File: src/rtl/core/ipd_pkg.sv
package ipd_pkg;

    localparam int PAYLOAD_LEN = 40;
    localparam int OUT_BITS    = PAYLOAD_LEN * 8;
    localparam int COUNT_W     = 6;
    localparam int QUEUE_DEPTH = 4;
    localparam int QPTR_W      = $clog2(QUEUE_DEPTH);
    localparam int QCNT_W      = QPTR_W + 1;
    localparam int PADDR_W     = 3;

    localparam logic [7:0] HEADER_FIRST_RESET  = 8'hAA;
    localparam logic [7:0] HEADER_SECOND_RESET = 8'h55;

    localparam logic [COUNT_W-1:0] LAST_PAYLOAD = COUNT_W'(PAYLOAD_LEN - 1);

    typedef enum logic [1:0] {
        PH_FIRST,
        PH_SECOND,
        PH_PAYLOAD,
        PH_CHECK
    } phase_t;

    typedef enum logic [1:0] {
        KIND_START,
        KIND_PAYLOAD,
        KIND_CHECK
    } kind_t;

    typedef struct packed {
        kind_t      kind;
        logic [7:0] data;
    } entry_t;

    localparam logic REG_HEADER_FIRST  = 1'b0;
    localparam logic REG_HEADER_SECOND = 1'b1;

endpackage

File: src/rtl/core/imu_packet_deframer.sv
// imu packet deframer
// s_ channel: one received serial byte per word in s_tdata[7:0]
// m_ channel: one word per good packet, ten 32-bit float bit patterns
//   in m_tdata, quat_w in the lowest bits up to accel_z in the highest
// apb port: header_first at 0x0, header_second at 0x4, pready always high
// the front hunts for the two-byte header and counts 40 payload bytes,
//   pushing tagged bytes into a 4-entry queue; the back folds the xor,
//   shifts the payload into a 320-bit register and checks the checksum
// throughput: one byte per cycle while the queue has room
// result path: the checksum byte is written into the queue, then the back
//   loads the output register, later while the queue still holds earlier
//   bytes
// reset: hunt restarts, queue and output empty, headers 0xAA and 0x55
// receiver stall: a result holds in the output register while the next
//   packet keeps streaming into the shift register; the back waits only
//   at a checksum byte, and s_tready drops once the queue fills
module imu_packet_deframer
    import ipd_pkg::*;
(
    input  logic                aclk,
    input  logic                aresetn,
    input  logic                s_tvalid,
    output logic                s_tready,
    input  logic [7:0]          s_tdata,   // rx_byte
    output logic                m_tvalid,
    input  logic                m_tready,
    // quat_w, quat_x, quat_y, quat_z, gyro_x, gyro_y, gyro_z,
    // accel_x, accel_y, accel_z
    output logic [OUT_BITS-1:0] m_tdata,
    input  logic                psel,
    input  logic                penable,
    input  logic                pwrite,
    input  logic [PADDR_W-1:0]  paddr,
    input  logic [31:0]         pwdata,
    output logic [31:0]         prdata,
    output logic                pready
);

    logic [7:0] header_first_reg, header_second_reg;
    logic       cfg_write;
    logic       byte_valid;
    logic       q_full, q_push, q_pop, q_valid;
    entry_t     q_push_entry, q_pop_entry;

    assign pready    = 1'b1;
    assign cfg_write = psel && penable && pwrite && pready;

    always_ff @(posedge aclk) begin
        if (!aresetn) begin
            header_first_reg  <= HEADER_FIRST_RESET;
            header_second_reg <= HEADER_SECOND_RESET;
        end else if (cfg_write) begin
            unique case (paddr[2])
                REG_HEADER_FIRST:  header_first_reg  <= pwdata[7:0];
                REG_HEADER_SECOND: header_second_reg <= pwdata[7:0];
                default:           header_first_reg  <= header_first_reg;
            endcase
        end
    end

    always_comb begin
        unique case (paddr[2])
            REG_HEADER_FIRST:  prdata = {24'd0, header_first_reg};
            REG_HEADER_SECOND: prdata = {24'd0, header_second_reg};
            default:           prdata = '0;
        endcase
    end

    assign s_tready   = !q_full;
    assign byte_valid = s_tvalid && s_tready;

    ipd_front u_front (
        .aclk          (aclk),
        .aresetn       (aresetn),
        .header_first  (header_first_reg),
        .header_second (header_second_reg),
        .byte_valid    (byte_valid),
        .byte_data     (s_tdata),
        .push          (q_push),
        .push_entry    (q_push_entry)
    );

    ipd_fifo u_fifo (
        .aclk       (aclk),
        .aresetn    (aresetn),
        .push       (q_push),
        .push_entry (q_push_entry),
        .full       (q_full),
        .pop_valid  (q_valid),
        .pop_entry  (q_pop_entry),
        .pop        (q_pop)
    );

    ipd_back u_back (
        .aclk        (aclk),
        .aresetn     (aresetn),
        .entry_valid (q_valid),
        .entry       (q_pop_entry),
        .pop         (q_pop),
        .m_tvalid    (m_tvalid),
        .m_tready    (m_tready),
        .m_tdata     (m_tdata)
    );

endmodule

File: src/rtl/core/ipd_front.sv
module ipd_front
    import ipd_pkg::*;
(
    input  logic       aclk,
    input  logic       aresetn,
    input  logic [7:0] header_first,
    input  logic [7:0] header_second,
    input  logic       byte_valid,
    input  logic [7:0] byte_data,
    output logic       push,
    output entry_t     push_entry
);

    phase_t             phase_reg, phase_next;
    logic [COUNT_W-1:0] count_reg, count_next;

    always_ff @(posedge aclk) begin
        if (!aresetn) begin
            phase_reg <= PH_FIRST;
            count_reg <= '0;
        end else begin
            phase_reg <= phase_next;
            count_reg <= count_next;
        end
    end

    always_comb begin
        phase_next      = phase_reg;
        count_next      = count_reg;
        push            = 1'b0;
        push_entry.kind = KIND_PAYLOAD;
        push_entry.data = byte_data;
        if (byte_valid) begin
            unique case (phase_reg)
                PH_FIRST: begin
                    if (byte_data == header_first) begin
                        phase_next = PH_SECOND;
                    end
                end
                PH_SECOND: begin
                    if (byte_data == header_second) begin
                        phase_next      = PH_PAYLOAD;
                        count_next      = '0;
                        push            = 1'b1;
                        push_entry.kind = KIND_START;
                        push_entry.data = header_first ^ header_second;
                    end else if (byte_data != header_first) begin
                        phase_next = PH_FIRST;
                    end
                end
                PH_PAYLOAD: begin
                    push       = 1'b1;
                    count_next = count_reg + COUNT_W'(1);
                    if (count_reg == LAST_PAYLOAD) begin
                        phase_next = PH_CHECK;
                    end
                end
                PH_CHECK: begin
                    push            = 1'b1;
                    push_entry.kind = KIND_CHECK;
                    phase_next      = PH_FIRST;
                    count_next      = '0;
                end
                default: begin
                    phase_next = PH_FIRST;
                end
            endcase
        end
    end

endmodule

File: src/rtl/core/ipd_fifo.sv
module ipd_fifo
    import ipd_pkg::*;
(
    input  logic   aclk,
    input  logic   aresetn,
    input  logic   push,
    input  entry_t push_entry,
    output logic   full,
    output logic   pop_valid,
    output entry_t pop_entry,
    input  logic   pop
);

    entry_t            slot_reg [QUEUE_DEPTH];
    logic [QPTR_W-1:0] wr_ptr_reg, rd_ptr_reg;
    logic [QCNT_W-1:0] fill_reg;

    logic do_push, do_pop;

    assign full      = (fill_reg == QCNT_W'(QUEUE_DEPTH));
    assign pop_valid = (fill_reg != '0);
    assign pop_entry = slot_reg[rd_ptr_reg];
    assign do_push   = push && !full;
    assign do_pop    = pop && pop_valid;

    always_ff @(posedge aclk) begin
        if (!aresetn) begin
            wr_ptr_reg <= '0;
            rd_ptr_reg <= '0;
            fill_reg   <= '0;
        end else begin
            if (do_push) begin
                wr_ptr_reg <= wr_ptr_reg + QPTR_W'(1);
            end
            if (do_pop) begin
                rd_ptr_reg <= rd_ptr_reg + QPTR_W'(1);
            end
            if (do_push && !do_pop) begin
                fill_reg <= fill_reg + QCNT_W'(1);
            end else if (do_pop && !do_push) begin
                fill_reg <= fill_reg - QCNT_W'(1);
            end
        end
    end

    always_ff @(posedge aclk) begin
        if (do_push) begin
            slot_reg[wr_ptr_reg] <= push_entry;
        end
    end

endmodule

File: src/rtl/core/ipd_back.sv
module ipd_back
    import ipd_pkg::*;
(
    input  logic                aclk,
    input  logic                aresetn,
    input  logic                entry_valid,
    input  entry_t              entry,
    output logic                pop,
    output logic                m_tvalid,
    input  logic                m_tready,
    output logic [OUT_BITS-1:0] m_tdata
);

    logic [OUT_BITS-1:0] shift_reg;
    logic [OUT_BITS-1:0] out_reg;
    logic [7:0]          xor_reg;
    logic                out_valid_reg;
    logic                slot_free;

    assign slot_free = !out_valid_reg || m_tready;
    assign pop       = entry_valid && ((entry.kind != KIND_CHECK) || slot_free);
    assign m_tvalid  = out_valid_reg;
    assign m_tdata   = out_reg;

    always_ff @(posedge aclk) begin
        if (!aresetn) begin
            out_valid_reg <= 1'b0;
        end else begin
            if (pop && entry.kind == KIND_CHECK && entry.data == xor_reg) begin
                out_valid_reg <= 1'b1;
            end else if (m_tready) begin
                out_valid_reg <= 1'b0;
            end
        end
    end

    // payload shifts in at the top so byte 0 ends in the lowest bits
    always_ff @(posedge aclk) begin
        if (pop) begin
            unique case (entry.kind)
                KIND_START: begin
                    xor_reg <= entry.data;
                end
                KIND_PAYLOAD: begin
                    xor_reg   <= xor_reg ^ entry.data;
                    shift_reg <= {entry.data, shift_reg[OUT_BITS-1:8]};
                end
                KIND_CHECK: begin
                    if (entry.data == xor_reg) begin
                        out_reg <= shift_reg;
                    end
                end
                default: begin
                    xor_reg <= xor_reg;
                end
            endcase
        end
    end

endmodule
File: config.mk
export PLATFORM = sky130hd
export DESIGN_NAME = imu_packet_deframer
export DESIGN_NICKNAME = d
export VERILOG_FILES = /design/src/rtl/core/ipd_pkg.sv /design/src/rtl/core/imu_packet_deframer.sv /design/src/rtl/core/ipd_front.sv /design/src/rtl/core/ipd_fifo.sv /design/src/rtl/core/ipd_back.sv
export SDC_FILE = /design/constraint.sdc
export NUM_CORES = 1
export LEC_CHECK = 0
export ABC_AREA = 1
export BUFFER_PORTS_ARGS = -buffer_cell sky130_fd_sc_hd__clkbuf_2
export CAP_MARGIN = 20
export CORE_MARGIN = 2
export CORE_UTILIZATION = 60
export CTS_BUF_LIST = sky130_fd_sc_hd__clkbuf_2
export DETAILED_ROUTE_END_ITERATION = 8
export MAX_ROUTING_LAYER = met4
export PLACE_DENSITY_LB_ADDON = 0.2
export SLEW_MARGIN = 20
export SYNTH_ARGS = -nofsm -noshare
export SYNTH_HDL_FRONTEND = slang
export SYNTH_SLANG_ARGS = --single-unit
export TNS_END_PERCENT = 100
File: constraint.sdc
create_clock -name aclk -period 56.2 [get_ports aclk]
set_input_delay 2.81 -clock aclk [delete_from_list [all_inputs] [get_ports aclk]]
set_output_delay 2.81 -clock aclk [all_outputs]
set_load 0.005 [all_outputs]
==> Yosys cells after proc, flatten, opt, wreduce, memory -nomap -nowiden <==
Memory sizes are Yosys's and may differ from the RTL's. A register that Yosys moved wholly into a read port is not among the register bits.
Cells that the tools add are included.
{ "word_totals": {"elab_cells": 91, "inputBits": 50, "ramBits": 40, "memories": 1, "register_bits": 680, "output_inout_bits": 355} }
{ "mem_list": {"columns": ["memory", "depth", "width", "rd", "rd_clocked_by_memory_dff", "write_ports", "line_no", "source"], "rows": [
  ["u_fifo.slot_reg", 4, 10, 1, 1, 1, "ipd_fifo.sv:14", "entry_t slot_reg [QUEUE_DEPTH];"]
]} }
{ "classes": {"muxes": 24, "n_reduce_logical": 31, "bitwise_logic": 3, "eq_ne": 16, "n_addsub": 5} }
{ "ops": {"columns": ["cell", "count"], "rows": [
  ["32-bit case mux with 2 select lines", 1],
  ["8-bit == test", 3],
  ["6-bit case mux with 3 select lines", 1],
  ["8-bit case mux with 2 select lines", 1],
  ["8-bit bitwise XOR", 2],
  ["2-bit two-way mux", 6],
  ["1-bit logical AND", 10],
  ["10-bit two-way mux", 1],
  ["9-bit two-way mux", 1],
  ["8-bit two-way mux", 1],
  ["8-bit inequality test", 1],
  ["2-bit case mux with 4 select lines", 1],
  ["2-bit AND reduction", 4],
  ["6-bit by 1-bit adder with 6-bit output (second input constant)", 1],
  ["2-bit == test (second input constant)", 3],
  ["6-bit == test (second input constant)", 1],
  ["1-bit two-way mux", 6],
  ["3-bit two-way mux", 2],
  ["6-bit two-way mux", 1],
  ["2-bit by 1-bit inequality test with 1-bit output (second input constant)", 3],
  ["3-bit AND reduction", 2],
  ["2-bit nonzero test", 3],
  ["3-bit nonzero test", 2],
  ["2-bit by 1-bit adder with 2-bit output (second input constant)", 2],
  ["other kinds (14)", 20]
]} }

==> Longest topological paths before layout <==
Gate-level depths: netlist (run 1).
{ "logic_depth": {"word_depth": 9, "depth_mapped": 15, "ltp_nobuf": 15} }

==> By module <==
From an unflattened synthesis (run 1), not the netlist that was laid out.
{ "unflattened": {"hier_cells": 1215, "area_unflattened_um2": 23737.8} }
{ "by_module_without_submodules": {"columns": ["module", "instances", "area_each_um2", "cells_each", "seq_area_each_um2"], "rows": [
  ["ipd_back", 1, 19825.3, 728, 19478.7],
  ["ipd_fifo", 1, 1985.7, 166, 1381.3],
  ["ipd_front", 1, 978.4, 174, 160.2],
  ["imu_packet_deframer", 1, 948.4, 147, 320.3]
]} }

==> Least setup slack after synthesis (run 1) <==
No wires, ideal clock.
{ "synth_timing": {"path_kind": "input to register", "start": "input port m_tready", "end": "register u_back.shift_reg[0] (enable)", "t_required_ns": 54.806, "setup_slack_ns": 30.284, "arrival_time_ns": 24.522, "stages": 4, "setup_ns": 1.394, "n_path_buf": 0, "path_cell_list": "nor2_1 nand3_1 nand2_2 nor3_1"} }
{ "synth_between": {"elab_chain_cells": 4} }
{ "synth_rtl": {"columns": ["element", "line_no", "source"], "rows": [
  ["start, declared", "imu_packet_deframer.sv:26", "input logic m_tready,"],
  ["1-bit logical OR", "ipd_back.sv:20", "assign slot_free = !out_valid_reg || m_tready;"],
  ["1-bit logical OR", "ipd_back.sv:21", "assign pop = entry_valid && ((entry.kind != KIND_CHECK) || slot_free);"],
  ["1-bit logical AND", "ipd_back.sv:21", null],
  ["2-bit AND reduction (no line)", null, null],
  ["end signal, assigned", "ipd_back.sv:46", "shift_reg <= {entry.data, shift_reg[OUT_BITS-1:8]};"],
  ["end, declared", "ipd_back.sv:14", "logic [OUT_BITS-1:0] shift_reg;"]
]} }
Every way passes these cells.
A chain may end at the register's enable or synchronous reset.

==> Final worst setup path (run 1) <==
{ "layout_timing": {"start": "input port paddr[2]", "end": "output port prdata[5]"} }
{ "layout_between": {"elab_chain_cells": 2} }
{ "layout_rtl": {"columns": ["element", "line_no", "source"], "rows": [
  ["start, declared", "imu_packet_deframer.sv:33", "input logic [PADDR_W-1:0] paddr,"],
  ["1-bit NOT (no line)", null, null],
  ["32-bit case mux with 2 select lines (*)", "imu_packet_deframer.sv:62", "unique case (paddr[2])"],
  ["end, declared", "imu_packet_deframer.sv:35", "output logic [31:0] prdata,"]
]} }
Mark *: on every way between the ends. The rest lies on a longest branch, timed or not. The select of a mux whose other input is x is not followed.

==> summary by stage, run 1 <==
Run status
The flow ran to the end, and the final reports show no timing, DRC or antenna violations.

Floorplanning
In this run the count of I/O pins placed on the die edge is approximately 400. The floorplan has roughly 70 rows. The height of the die is between 200 and 250 µm. The floorplan die area is between 40000 and 50000 µm². The die boundary width is approximately 200 µm. The area of the core is 38600 µm². The starting utilization of the core area is about three fifths.

Timing
The final-report max-slew violation count is 0. The final count of negative-setup-slack endpoints is 0. The final critical path time including I/O delays and setup is a little over 6 ns. The hold violation count in the final report is 0. Timing would allow up to 161 MHz. For the pin with the worst max-slew slack, the measured transition is around 1.0 ns. The final worst clock skew is 0.0768 ns.

Measured against its own limit, the worst slew margin works out to 32.8%. The share of the cycle needed by the critical path after routing is between 10% and 20%. Setup repair after global routing left no endpoint under its margin.

On the final layout, the worst hold slack is between 0.3 and 0.4 ns. After routing, the total negative slack on setup checks comes to 0 ns.

Drt
Across all layers, the routed design uses roughly 11000 vias. The detailed router finished its first iteration with around 900 violations. In the routed design, unresolved DRC markers number 0.

In this run the remaining antenna-violating nets after routing total 0. In the final routed layout, each cell accounts on average for 17.5 µm. For this block, the routed nets add up to a little over 40 mm of wire.

The via density per instance is 4.93. The first detailed-routing pass took 5 iterations.

Setup path
The critical path startpoint category is an input port. The worst reg2reg path endpoint is u_back.m_tdata[19]$_DFFE_PP_. The worst register-to-register path has a setup slack of around 52 ns. Data on the critical path arrives at its endpoint at 3.41 ns. The kind of end point of the critical path is an output pin. The data required time of the critical path is about 53 ns.

Following the worst setup path forward leads to its endpoint at prdata[5]. In this run the worst path has a maximum fanout of 17. The logic depth of the worst register-to-register path is 10. The critical path start-end classification is in -> out.

The critical path starts at paddr[2].

Global route
The busiest layer in global routing is met2. Entering global routing, the biggest net connects between 150 and 200 pins. The initial antenna violation count was 2. The number of global-route vias before repair is 11040. Global routing used 6.40% of the available met3 tracks. For met2 alone, demand over resource in global routing was around a third. The global routing met1 resource utilization is roughly a quarter. After global routing the overflow that remains totals 0. Across every metal layer, demand over resource in global routing totals 20.4%. The first global-routing pass estimated roughly 60 mm of wire.

Cells and area
The final design area excluding fillers is 27300 µm². The number of fillers in the final layout is between 2000 and 2500. The number of nets at the end of the flow is between 1500 and 2000.

The area growth from synthesis to layout is 16.5%. The layout cell share with drive strength beyond 1 is 35.0%. The count of placed standard cells in the final layout, fillers left out is 2309.

Synthesis
The synthesized cell area is 23500 µm². The complex-gate fraction of the synthesized area is approximately 1.7%. The post-synthesis sequential element count is 722.

For this run, the number of Yosys warnings is 0. After Yosys synthesis, XOR and XNOR cells account for less than 1% of the synthesized area. A synthesized cell averages about 20 µm². The main combinational cell family by area after synthesis is simple AND/OR/NAND/NOR gates. Multiplexer cells account for 0% of the synthesized area.

The share of the Yosys chip area taken by registers is between 90% and 100%. The count of different cell masters after synthesis is 25. The cell count after synthesis is roughly 1200. The post-synthesis simple-gate area fraction is about 4.0%. The adder-cell share of the synthesized area is 0.405%.

Power
Summed over all cells, the static leakage comes to approximately 0.01 µW. Power comes to approximately 1000 µW. The switching part of the total is a little under a quarter. The share of total power dissipated in combinational logic is 5.6%. For this design the ratio of total power to cell area is around 37 nW/µm².

In this run, flip-flops and latches consume a little over three fifths of the power. The internal portion of the total power is 780 µW. IR analysis of the VDD net gives a maximum drop of 0.0174 mV. In this run the power spent charging and discharging nets is 237 µW.

The part of the total power dissipated in the clock network is roughly a third.

Clocking
The deepest level of the CTS H-tree is 4. The clock buffer count from CTS is about 160. The clock passes through at most 3 buffers. The post-CTS resize count is 0. In this run, post-CTS hold repair placed 0 buffers.

After clock tree synthesis, the clock-pin slew on the worst setup and hold paths is ~0.1 ns. Post-CTS timing repair inserted 0 buffers for setup. The buffer type at the clock tree root is clkbuf_2. The clock reaches the later pin of the worst-skew pair after approximately 1.1 ns. TritonCTS built the clock tree.

Counting every sink on the clock net gives approximately 720.

Worst hold path
The worst hold path belongs to the class reg -> reg. The worst hold path was traced through 0 stages.

Placement
Counting tap cells, the placed design contains a total of ~2000 instances. Summed over all nets, the half-perimeter wirelength after detailed placement is roughly 26 mm. The final weighted congestion in routability-driven placement is between 0.7 and 0.8.

The placed instances occupy a cell area of 25800 µm². Port buffering added 353 buffers.

Job
The tool flagged a number of max-cap violations equal to 0.
## critical path: stages
cell and delay (ns):
clkbuf_2 0.21, o21ai_0 0.24, clkbuf_2 0.15
## synth_stat cells, drive strengths merged
library cell  instances  share of area [%]
conb                  2              0.032
o21ai                44               0.94
nand4                 3              0.080
xnor2                16               0.60
xor2                 10               0.37
ha                    6               0.32
dfxtp                34                2.9
fa                    1              0.085
nand3                30               0.64
buf                  31               0.96
nand3b                1              0.032
clkinv                1              0.016
inv                  59               0.94
nand2               142                2.3
a21oi                35               0.75
clkbuf                6              0.096
nor3                  3              0.064
nor2                 52               0.86
edfxtp              688                 88
## how the worst min path moves through the flow
| stage | end | startpoint |
|---|---|---|
| global placement | u_back.m_tdata[5]$_DFFE_PP_ | u_back.shift_reg[5]$_DFFE_PP_ |
| CTS | u_back.shift_reg[140]$_DFFE_PP_ | u_back.shift_reg[148]$_DFFE_PP_ |
| floorplan | u_back.m_tdata[0]$_DFFE_PP_ | u_back.shift_reg[0]$_DFFE_PP_ |
| global route | u_back.shift_reg[140]$_DFFE_PP_ | u_back.shift_reg[148]$_DFFE_PP_ |
| detailed placement | u_back.m_tdata[6]$_DFFE_PP_ | u_back.shift_reg[6]$_DFFE_PP_ |
| finish | u_back.shift_reg[140]$_DFFE_PP_ | u_back.shift_reg[148]$_DFFE_PP_ |
## cells in the final DEF (no fill, tap or decap)
| cell type | Yosys | routed |
|---|---|---|
| buf_16 | 0 | 1 |
| nand2_1 | 139 | 139 |
| nand2_2 | 3 | 3 |
| conb_1 | 2 | 25 |
| buf_6 | 1 | 1 |
| nand4_1 | 3 | 3 |
| inv_2 | 6 | 12 |
| bufinv_16 | 0 | 6 |
| clkinv_1 | 1 | 26 |
| xor2_1 | 10 | 10 |
| o21ai_0 | 28 | 28 |
| ha_1 | 6 | 6 |
| buf_12 | 0 | 2 |
| fa_1 | 1 | 1 |
| nand3_1 | 30 | 30 |
| a21oi_1 | 35 | 35 |
| nor3_2 | 0 | 1 |
| nor3_1 | 3 | 2 |
| diode_2 | 0 | 2 |
| o21ai_1 | 16 | 16 |
| nand3b_1 | 1 | 1 |
| edfxtp_1 | 688 | 688 |
| nor2_4 | 1 | 1 |
| buf_4 | 26 | 1 |
| xnor2_1 | 16 | 16 |
| inv_1 | 53 | 52 |
| clkbuf_2 | 0 | 594 |
| nor2_1 | 51 | 51 |
| inv_8 | 0 | 1 |
| clkinv_2 | 0 | 3 |
| dfxtp_1 | 34 | 34 |
## metal layers
| metal | vias up | routed length, µm |
|---|---|---|
| met5 | - | 0 |
| met4 | 0 | 1160 |
| met3 | 66 | 2920 |
| met2 | 469 | 20300 |
| met1 | 5449 | 16100 |
| li1 | 5404 | - |
## layout make-up
type | instances | area [µm²] | area share (%)
well taps | 518 | 648 | 2.37
repair buffers | 358 | 1850 | 6.78
multi-input cells | 368 | 1750 | 6.40
inverters | 60 | 233 | 0.851
clock buffers | 241 | 1210 | 4.41
flip-flops and latches | 722 | 21300 | 78.0
clock inverters | 40 | 312 | 1.14
diodes | 2 | 5.00 | 0.0183
## power by group through the flow
stage	combinational [µW]	sequential [µW]	clock (µW)
2_1_floorplan	45.7	656	0
3_3_place_gp	54.1	648	0
3_5_place_dp	56.6	650	0
4_1_cts	56.9	638	335
5_1_grt	65.0	641	363
6_report	56.6	638	323
## cells by family (layout without fill, tap and decap cells)
family / count (synthesis) / count (layout)
adder cells (fa/ha/maj): 7 / 7
buffers and inverters: 97 / 699
AND/OR/NAND/NOR: 231 / 231
flip-flops: 722 / 722
XOR/XNOR: 26 / 26
AO/OA/AOI/OAI: 79 / 79
other: 2 / 27
## stage by stage
| stage | setup WS, ns | util [%] |
|---|---|---|
| 2_1_floorplan | 30.28 | - |
| 3_3_place_gp | 50.02 | 66.7 |
| 3_5_place_dp | 50.01 | 66.7 |
| 4_1_cts | 50.01 | 70.7 |
| 5_1_grt | 49.91 | 70.8 |
| 6_report | 49.98 | 70.8 |
Power figures use the tool's default switching activity.
==> run 2, diff against run 1 <==
--- a/config.mk
+++ b/config.mk
@@ -9,7 +9,7 @@
 export BUFFER_PORTS_ARGS = -buffer_cell sky130_fd_sc_hd__clkbuf_2
 export CAP_MARGIN = 20
 export CORE_MARGIN = 2
-export CORE_UTILIZATION = 60
+export CORE_UTILIZATION = 52
 export CTS_BUF_LIST = sky130_fd_sc_hd__clkbuf_2
 export DETAILED_ROUTE_END_ITERATION = 8
 export MAX_ROUTING_LAYER = met4
==> constraint.sdc (replaced) <==
create_clock -name aclk -period 5.25 [get_ports aclk]
set_input_delay 0.2625 -clock aclk [delete_from_list [all_inputs] [get_ports aclk]]
set_output_delay 0.2625 -clock aclk [all_outputs]
set_load 0.005 [all_outputs]
==> run 2 against run 1 <==
Effect of this change:
- die area increased by 15%
- cell count increased by 7.1%
- utilization fell by 7.4 points
- highest routed layer unchanged
- sequential share of layout area shrank 2.2 points
- critical endpoint is now header_second_reg[3]$_SDFFE_PN0P_
- combinational power grew to 12 times the previous value
- largest cell class unchanged
==> summary by stage, run 2 (synthesis gave the netlist of run 1 again) <==
Setup path
The logic depth of the worst register-to-register path is 16 (+6). The data required time of the critical path came to 6.46 ns (-46.93 ns). By startpoint and endpoint, the worst setup path is classified as in -> reg. The critical path endpoint is header_second_reg[3]$_SDFFE_PN0P_. By instance count, the cell type seen most on the critical path is dlygate4sd3_1.

The most critical setup path has its startpoint at penable. The biggest cell delay along the critical path was 0.77 ns (+0.53 ns). On the critical path the largest part of the delay comes from buffers and inverters.

The worst reg2reg path endpoint is u_fifo.fill_reg[2]$_SDFFE_PN0P_. The worst endpoint data arrival time is 5.16 ns (+1.75 ns). The internal reg-to-reg setup slack came to 1.45 ns (-51.01 ns). The cell depth of the worst setup path is 12 (+9).

The number of buffer and inverter instances along the worst setup path came to 8 (+6). The kind of end point of the critical path is a flop. The beginning of the worst register-to-register path is header_second_reg[0]$_SDFFE_PN1P_. The critical path startpoint category is an input port. On the critical path, the stage with the largest delay is an instance of dlygate4sd3_1. Traced cell by cell, the critical path runs through dlygate4sd3_1 -> clkbuf_2 -> dlygate4sd3_1 -> nand3_1 -> dlygate4sd3_1 -> dlygate4sd3_1 -> nor2_1 -> dlygate4sd3_1 -> o21ai_0 -> dlygate4sd3_1 -> nor2_1 -> dlygate4sd3_1. The peak fanout along the critical path is 5 (-12).

Drt
The total number of vias was 11937 (+4.8%). The number of remaining DRC errors is 0 (unchanged). The via density per instance was 4.83 (-2.1%). The detailed-routing iteration count for the pre-antenna-repair pass came to 5 (unchanged). The number of nets with antenna violations after routing came to 0 (unchanged). The post-detailed-routing wire length came to 43.7 mm (+8.0%). The starting DRC count in detailed routing was 1079 (+20%).

The detail-routed net length per standard cell is 17.7 µm (+0.85%).

Cells and area
The sequential cell area was 21300 µm² (about the same). Leaving out fill and tap cells, the most frequent cells in the layout are 688 x edfxtp_1, 597 x clkbuf_2, 139 x nand2_1. The count of placed standard cells in the final layout, fillers left out came to 2473 (+7.1%). The final core utilization is 63.4% (-7.4 points). The number of fillers in the final layout was 3213 (+31%).

The number of nets at the end of the flow was 1811 (+4.7%). The layout cell share with drive strength beyond 1 is 33.8% (-1.2 points). Leaving out fill and tap cells, the most frequent cell in the layout is edfxtp_1. The multi-input gate area in the final layout is 1770 µm² (+0.93%). Compared with the post-synthesis result, the final layout area differs by 19.9%.

The final design area excluding fillers was 28100 µm² (+2.9%).

Placement
The count of input and output buffers was 353 (unchanged). The cell area after placement was 25900 µm² (+0.57%). The pre-CTS setup slack is 1.98 ns (-48.04 ns). The final weighted congestion in routability-driven placement is 0.797 (-0.14%). The placed cell count was 2101 (+3.8%). The post-DP HPWL came to 26.7 mm (+1.9%).

Timing
The final worst clock skew is 0.0942 ns (+0.0174 ns). After layout, the worst path uses around three quarters of the clock period. The final count of negative-setup-slack endpoints came to 0 (unchanged). The achievable clock frequency is between 200 and 300 MHz.

The remaining max-slew budget at the tightest pin is 20.9% (-12 points). The final-report max-slew violation count was 0 (unchanged). Setup repair after global routing left no endpoint under its margin. The hold violation count in the final report is 0 (unchanged). The final worst slack was 1.30 ns (-48.68 ns).

Subtracting the final worst setup slack from the clock period gives a little under 4 ns. The transition time of the tightest slew-check pin is 1.19 ns (+0.182 ns).

Worst hold path
The min-delay analysis places its worst path in the category reg -> reg.

Power
The power density over cell area is 381 nW/µm² (+930%). The total power draw is 10700 µW (+960%). The largest vdd supply drop is 0.170 mV (+880%). The reported leakage power is 0.0104 µW (+2.5%).

Job
The number of maximum-capacitance violations is 0 (unchanged).

Floorplanning
The number of I/O pins is 405 (unchanged). The starting utilization of the core area is 52.9% (-7.9 points). The row count came to 77 (+6.9%). The floorplan die area is 46900 µm² (+15%). The area of the core is 44400 µm² (+15%). The die boundary width came to 216 µm (+7.3%). The height of the die is 216 µm (+7.3%).

Clocking
The deepest clock path buffer count is 3 (unchanged). The clock buffer count from CTS is 165 (+1.2%). The total number of clock tree sinks is 722 (unchanged).

The clock latency on the worst-skew pair was 1.28 ns (+0.21 ns). The clock-pin slew on the worst setup and hold paths is 0.10 ns (about the same). The deepest level of the CTS H-tree is 4 (unchanged). The number of post-CTS setup repair buffers is 0 (unchanged). The CTS tree is built.

The buffer type at the clock tree root is clkbuf_2.

Global route
The wire length of the first global-routing pass is 64.6 mm (+7.2%). The number of global-route vias before repair came to 11430 (+3.5%). The total overflow reported by the global router is 0 (unchanged). The initial antenna violation count is 2 (unchanged).

The maximum number of pins on one net before global-route repair is 199 (+14%). The total routing resource utilization after global routing is 19.3% (-1.1 points).

Run status
The run finished with clean final reports.
## run 2: cell types whose count changed in the layout (fill, tap and decap cells not counted), moves of 2 or more
cell | previous run | this run
bufinv_16 | 6 | 0
diode_2 | 2 | 6
clkinv_1 | 26 | 28
dlygate4sd3_1 | 0 | 78
clkinv_2 | 3 | 7
buf_12 | 2 | 4
clkinvlp_4 | 0 | 4
clkbuf_2 | 594 | 597
## run 2: per-layer routing
layer  GRT usage, %  vias to the layer above  part of all wire, %
met3           7.26                       83                  8.0
met2           29.8                      480                   50
met4           8.01                        0                  2.3
met1           23.0                     5792                   40
met5              -                        -                    0
li1               -                     5582                    -
## run 2: timing repair
action | in CTS | in global routing
setup endpoints to repair | 0 | 0
hold buffers | 78 | 0
hold endpoints to repair | 269 | 0
resized for setup | 0 | 0
## run 2: layout make-up
cell class / count / area share (%)
sequential: 722 / 75.8
timing repair buffer: 437 / 9.39
multi-input combinational: 368 / 6.28
clock buffer: 244 / 4.34
tap: 592 / 2.63
inverter: 60 / 0.814
clock inverter: 44 / 0.658
antenna: 6 / 0.0534
## run 2: metrics by stage
step	hold WS (ns)	setup TNS, ns
2_1_floorplan	0.385	-1544.35
3_3_place_gp	0.403	0
3_5_place_dp	0.405	0
4_1_cts	0.0791	0
5_1_grt	0.229	0
6_report	0.400	0
## run 2: how the worst min path moves through the flow
| stage | from | to | slack (ns) | cells past startpoint |
|---|---|---|---|---|
| global route | pwdata[5] | header_second_reg[5]$_SDFFE_PN0P_ | 0.23 | 5 |
| finish | u_back.shift_reg[296]$_DFFE_PP_ | u_back.shift_reg[288]$_DFFE_PP_ | 0.40 | 0 |
| global placement | u_back.shift_reg[1]$_DFFE_PP_ | u_back.m_tdata[1]$_DFFE_PP_ | 0.40 | 0 |
| CTS | paddr[2] | header_first_reg[6]$_SDFFE_PN0P_ | 0.08 | 5 |
| detailed placement | u_back.shift_reg[2]$_DFFE_PP_ | u_back.m_tdata[2]$_DFFE_PP_ | 0.40 | 0 |
| floorplan | pwdata[7] | header_first_reg[7]$_SDFFE_PN1P_ | 0.39 | 2 |
## run 2: worst register-to-register path, cell delays in order (launching register included)
cell and delay [ns]:
dfxtp_1 0.43, xnor2_1 0.16, nand2_1 0.06, dlygate4sd3_1 0.55
nor2_1 0.14, dlygate4sd3_1 0.62, nand2_1 0.09, nand2_1 0.11
nand2_2 0.20, inv_2 0.19, ha_1 0.16, inv_1 0.07
fa_1 0.39, a21oi_1 0.18, o21ai_0 0.12, o21ai_0 0.16
a21oi_1 0.05
## run 2: report_power, final
part	switching (µW)	total, µW	internal (µW)
Clock	2020	3260	1240
Sequential	157	6820	6660
Combinational	443	655	212
Total	2620	10700	8110
